$ cat src/rtl/ilir_pkg.sv
// ----------------------------------------------------------------------------
// ilir_pkg: shared types and codes for the indexed list
// Item layouts, operation and status codes, and the control bundle that the
// top level broadcasts to the row of list cells.
// ----------------------------------------------------------------------------
package ilir_pkg;

    localparam int VALUE_BITS = 32;
    localparam int POS_BITS   = 7;

    localparam logic [1:0] OP_GET    = 2'd0;
    localparam logic [1:0] OP_INSERT = 2'd1;
    localparam logic [1:0] OP_REMOVE = 2'd2;

    localparam logic [1:0] ST_OK    = 2'd0;
    localparam logic [1:0] ST_RANGE = 2'd1;
    localparam logic [1:0] ST_FULL  = 2'd2;

    localparam logic [VALUE_BITS-1:0] VALUE_ERR = '1;

    typedef struct packed {
        logic [1:0]                   operation;
        logic [POS_BITS-1:0]          position;
        logic signed [VALUE_BITS-1:0] value_in;
    } t_op_item;

    typedef struct packed {
        logic signed [VALUE_BITS-1:0] value_out;
        logic [1:0]                   status;
        logic [POS_BITS-1:0]          count_after;
    } t_result_item;

    // Update command seen by every cell in the same cycle.
    typedef struct packed {
        logic                  ins;
        logic                  rem;
        logic [VALUE_BITS-1:0] value;
    } t_cell_ctl;

endpackage

$ cat src/rtl/ilir_cell.sv
// ----------------------------------------------------------------------------
// ilir_cell: one slot of the indexed list
// Holds one entry. On an insert it takes the new value at the insert point,
// its lower neighbor's entry above it; on a remove, its upper neighbor's
// entry at or above the removal point. It also offers its entry for reads.
// ----------------------------------------------------------------------------
module ilir_cell
    import ilir_pkg::*;
#(
    parameter int INDEX = 0,
    parameter int PW    = 7
) (
    input  logic                  i_clk,
    input  t_cell_ctl             i_ctl,
    input  logic [PW-1:0]         i_pos,
    input  logic [VALUE_BITS-1:0] i_left,
    input  logic [VALUE_BITS-1:0] i_right,
    output logic [VALUE_BITS-1:0] o_entry,
    output logic [VALUE_BITS-1:0] o_tap
);

    localparam logic [PW-1:0] MY_INDEX = PW'(INDEX);

    logic [VALUE_BITS-1:0] r_entry;
    logic [VALUE_BITS-1:0] n_entry;
    logic                  w_exact;
    logic                  w_above;

    assign w_exact = (MY_INDEX == i_pos);
    assign w_above = (MY_INDEX > i_pos);

    always_comb begin
        n_entry = r_entry;
        if (i_ctl.ins) begin
            if (w_exact) begin
                n_entry = i_ctl.value;
            end else if (w_above) begin
                n_entry = i_left;
            end
        end else if (i_ctl.rem) begin
            if (w_exact || w_above) begin
                n_entry = i_right;
            end
        end
    end

    always_ff @(posedge i_clk) begin
        r_entry <= n_entry;
    end

    assign o_entry = r_entry;
    assign o_tap   = w_exact ? r_entry : '0;

endmodule

$ cat config.mk
export PLATFORM = sky130hd
export DESIGN_NAME = ilir_cell
export DESIGN_NICKNAME = d
export VERILOG_FILES = /design/src/rtl/ilir_pkg.sv /design/src/rtl/ilir_cell.sv
export SDC_FILE = /design/constraint.sdc
export NUM_CORES = 1
export LEC_CHECK = 0
export ABC_AREA = 1
export BUFFER_PORTS_ARGS = -buffer_cell sky130_fd_sc_hd__buf_4
export CAP_MARGIN = 20
export CELL_PAD_IN_SITES_DETAIL_PLACEMENT = 1
export CELL_PAD_IN_SITES_GLOBAL_PLACEMENT = 2
export CORE_MARGIN = 2
export CORE_UTILIZATION = 23
export DETAILED_ROUTE_END_ITERATION = 16
export HOLD_SLACK_MARGIN = 0.02
export PLACE_DENSITY = 0.86
export SLEW_MARGIN = 20
export SYNTH_ARGS = -nofsm -noshare
export SYNTH_HDL_FRONTEND = slang
export SYNTH_SLANG_ARGS = --single-unit
$ cat constraint.sdc
create_clock -name i_clk -period 3 [get_ports i_clk]
set_input_delay 0.45 -clock i_clk [delete_from_list [all_inputs] [get_ports i_clk]]
set_output_delay 0.45 -clock i_clk [all_outputs]
set_load 0.02 [all_outputs]
==> summary.txt <==
Max_cap viols - 0
CTS buffer count - 5
Wire per inst - 13.9 um
P_leak - 2.25 nW
Source of the critical timing path - i_pos[5]
Max Clk Rate - 410 MHz
Kind of critical path - in -> out
Row count - 40
Worst Setup Start Kind - input pin
Clk slew on worst S/H paths - 0.06 ns
Half-perimeter wire length after placement - 7300 um
Synth Area per Inst - 8.02 um^2
Fillers - 1480
Post-CTS Setup Inserts - 0
Post-Syn Nets - 463
# nets final - 621
Slew headroom - 58.6%
Register area share after synthesis - 33.6%
CTS hold repair buffers - 0
#FFs+latches synth - 32
Post-CTS resize count - 0
# setup viols final - 0
Router iterations before antenna repair - 4
Initial Util - 23.7%
Max reg flops - 32
Critical path data required time - 2.55 ns
Max IR drop VDD - 0.000165 V
Largest net degree at the start of global routing - 35
Area growth from synthesis to layout - 52.1%
Tot Pwr - 1.32 mW
HP Class - in -> reg
CP endpoint kind - output pin
Ys Warns - 0
Post-Route WL - 9540 um
WHS - 0.452 ns
Vias per cell - 4.09
Crit-path max FO - 33
Layout cells sized above 1 - 51.0%
Netlist cell types - 21
Synthesized area - 2860 um^2
Final Cycle Share - 81.3%
Synthesized instance count - 357
CTS H-tree depth - 2
Final Hold Viols - 0
Initial DRC Count - 77
Total number of vias - 2799
Tmin final - 2.44 ns
Clock Sinks - 32
Clock Path Buffers - 2
PwrDens - 304 nW/um^2
Die X - 116 um
Total GRT Usage - 14.3%
Status - completed
Vias in the first global route - 3015
GR Overflow Total - 0
Worst hold path cell count - 3
Antenna viol nets, final - 0
Crit path arrival time - 1.99 ns
Hold EP - o_entry[23]$_DFFE_PP_
Final Max Tran Viols - 0
GPL Wtd Cong - 0.772
Initial antenna violation count - 0
I/O pin count - 170
Core area - 12100 um^2
Die height - 116 um
RSZ-0062 raised after global routing - false
Antenna Cells - 0
DIE AREA - 13300 um^2
Post-route DRC - 0
Hold path startpoint - i_right[23]
Setup TNS - 0 ns
Port bufs - 169
CTS tree - built
First-pass GRT wire length - 14900 um
Root buffer cell - clkbuf_16
Tightest Pin Transition - 0.619 ns
report_power, final:
part	internal (mW)	total (mW)	switching [mW]	leakage, nW
logic	0.131	0.255	0.124	1.90
clock network	0.386	0.566	0.181	0.0789
registers	0.499	0.500	0.00135	0.278
how the worst max path moves through the flow:
| stage | to | depth (start not counted) |
|---|---|---|
| 2_1_floorplan | o_entry[0]$_DFFE_PP_ | 5 |
| 3_3_place_gp | o_tap[25] | 8 |
| 3_5_place_dp | o_tap[23] | 8 |
| 4_1_cts | o_tap[23] | 8 |
| 5_1_grt | o_tap[21] | 8 |
| 6_report | o_tap[30] | 8 |
metal layers:
metal / part of all wire (%) / wire length, um / track usage (%) / vias up
li1: - / - / - / 1406
met1: 42 / 4040 / 17.6 / 1285
met2: 51 / 4890 / 26.0 / 104
met3: 5.9 / 559 / 2.72 / 4
met4: 0.58 / 55 / 2.41 / 0
met5: 0 / 0 / 0 / -
critical path, stage by stage:
cell	delay, ns
buf_4	0.11
nor2_2	0.13
nand2_4	0.08
inv_6	0.24
nand2_4	0.38
buf_12	0.31
nor2_4	0.09
buf_4	0.14
kinds of logic after synthesis:
logic type | synth area share (%)
AND/OR/NAND/NOR | 36.4
AO/OA/AOI/OAI | 9.53
flip-flops | 33.6
buffers and inverters | 20.5
synthesized netlist by cell type:
library cell / count / area, um^2
inv_1: 97 / 364
nand2_1: 64 / 240
nand3_1: 54 / 270
edfxtp_1: 32 / 961
nor2_4: 30 / 338
o21ai_2: 30 / 263
buf_6: 10 / 113
nand3_2: 10 / 100
clkbuf_1: 4 / 15.0
nor2_1: 4 / 15.0
buf_8: 3 / 45.0
inv_2: 3 / 11.3
nand2_4: 3 / 33.8
nor2_2: 3 / 18.8
buf_2: 2 / 10.0
buf_4: 2 / 15.0
o21ai_0: 2 / 10.0
buf_1: 1 / 3.75
inv_6: 1 / 8.76
nand2_2: 1 / 6.26
nor2_8: 1 / 20.0
cell usage in the layout, fill, tap and decap left out:
cell	instances
nor2_4	31
inv_2	4
nor2_8	1
o21ai_0	2
nand2_1	64
inv_6	1
nor2_2	3
nand3_2	10
buf_4	172
nand3_1	54
buf_12	1
nand2_4	3
clkbuf_16	5
nor2_1	3
nand2_2	1
bufinv_16	1
clkinv_1	2
o21ai_2	30
edfxtp_1	32
inv_1	96
stage by stage:
stage / setup slack [ns] / utilization, % / instance area [um^2] / std cells
after floorplan: 0.356 / - / 2860 / 357
after global placement: 0.581 / 34.7 / 4190 / 676
after detailed placement: 0.539 / 34.7 / 4190 / 676
after CTS: 0.543 / 36.1 / 4350 / 684
after global routing: 0.473 / 36.1 / 4350 / 684
final: 0.560 / 36.1 / 4350 / 684
cell type report:
type,count,area [um^2],share of cell area (%)
inverter,101,384,8.83
sequential,32,961,22.1
clock inverter,3,37.5,0.863
multi-input combinational,202,1320,30.4
timing repair buffer,173,1310,30.1
tap,168,210,4.83
clock buffer,5,125,2.88
(Power assumes the default switching activity.)
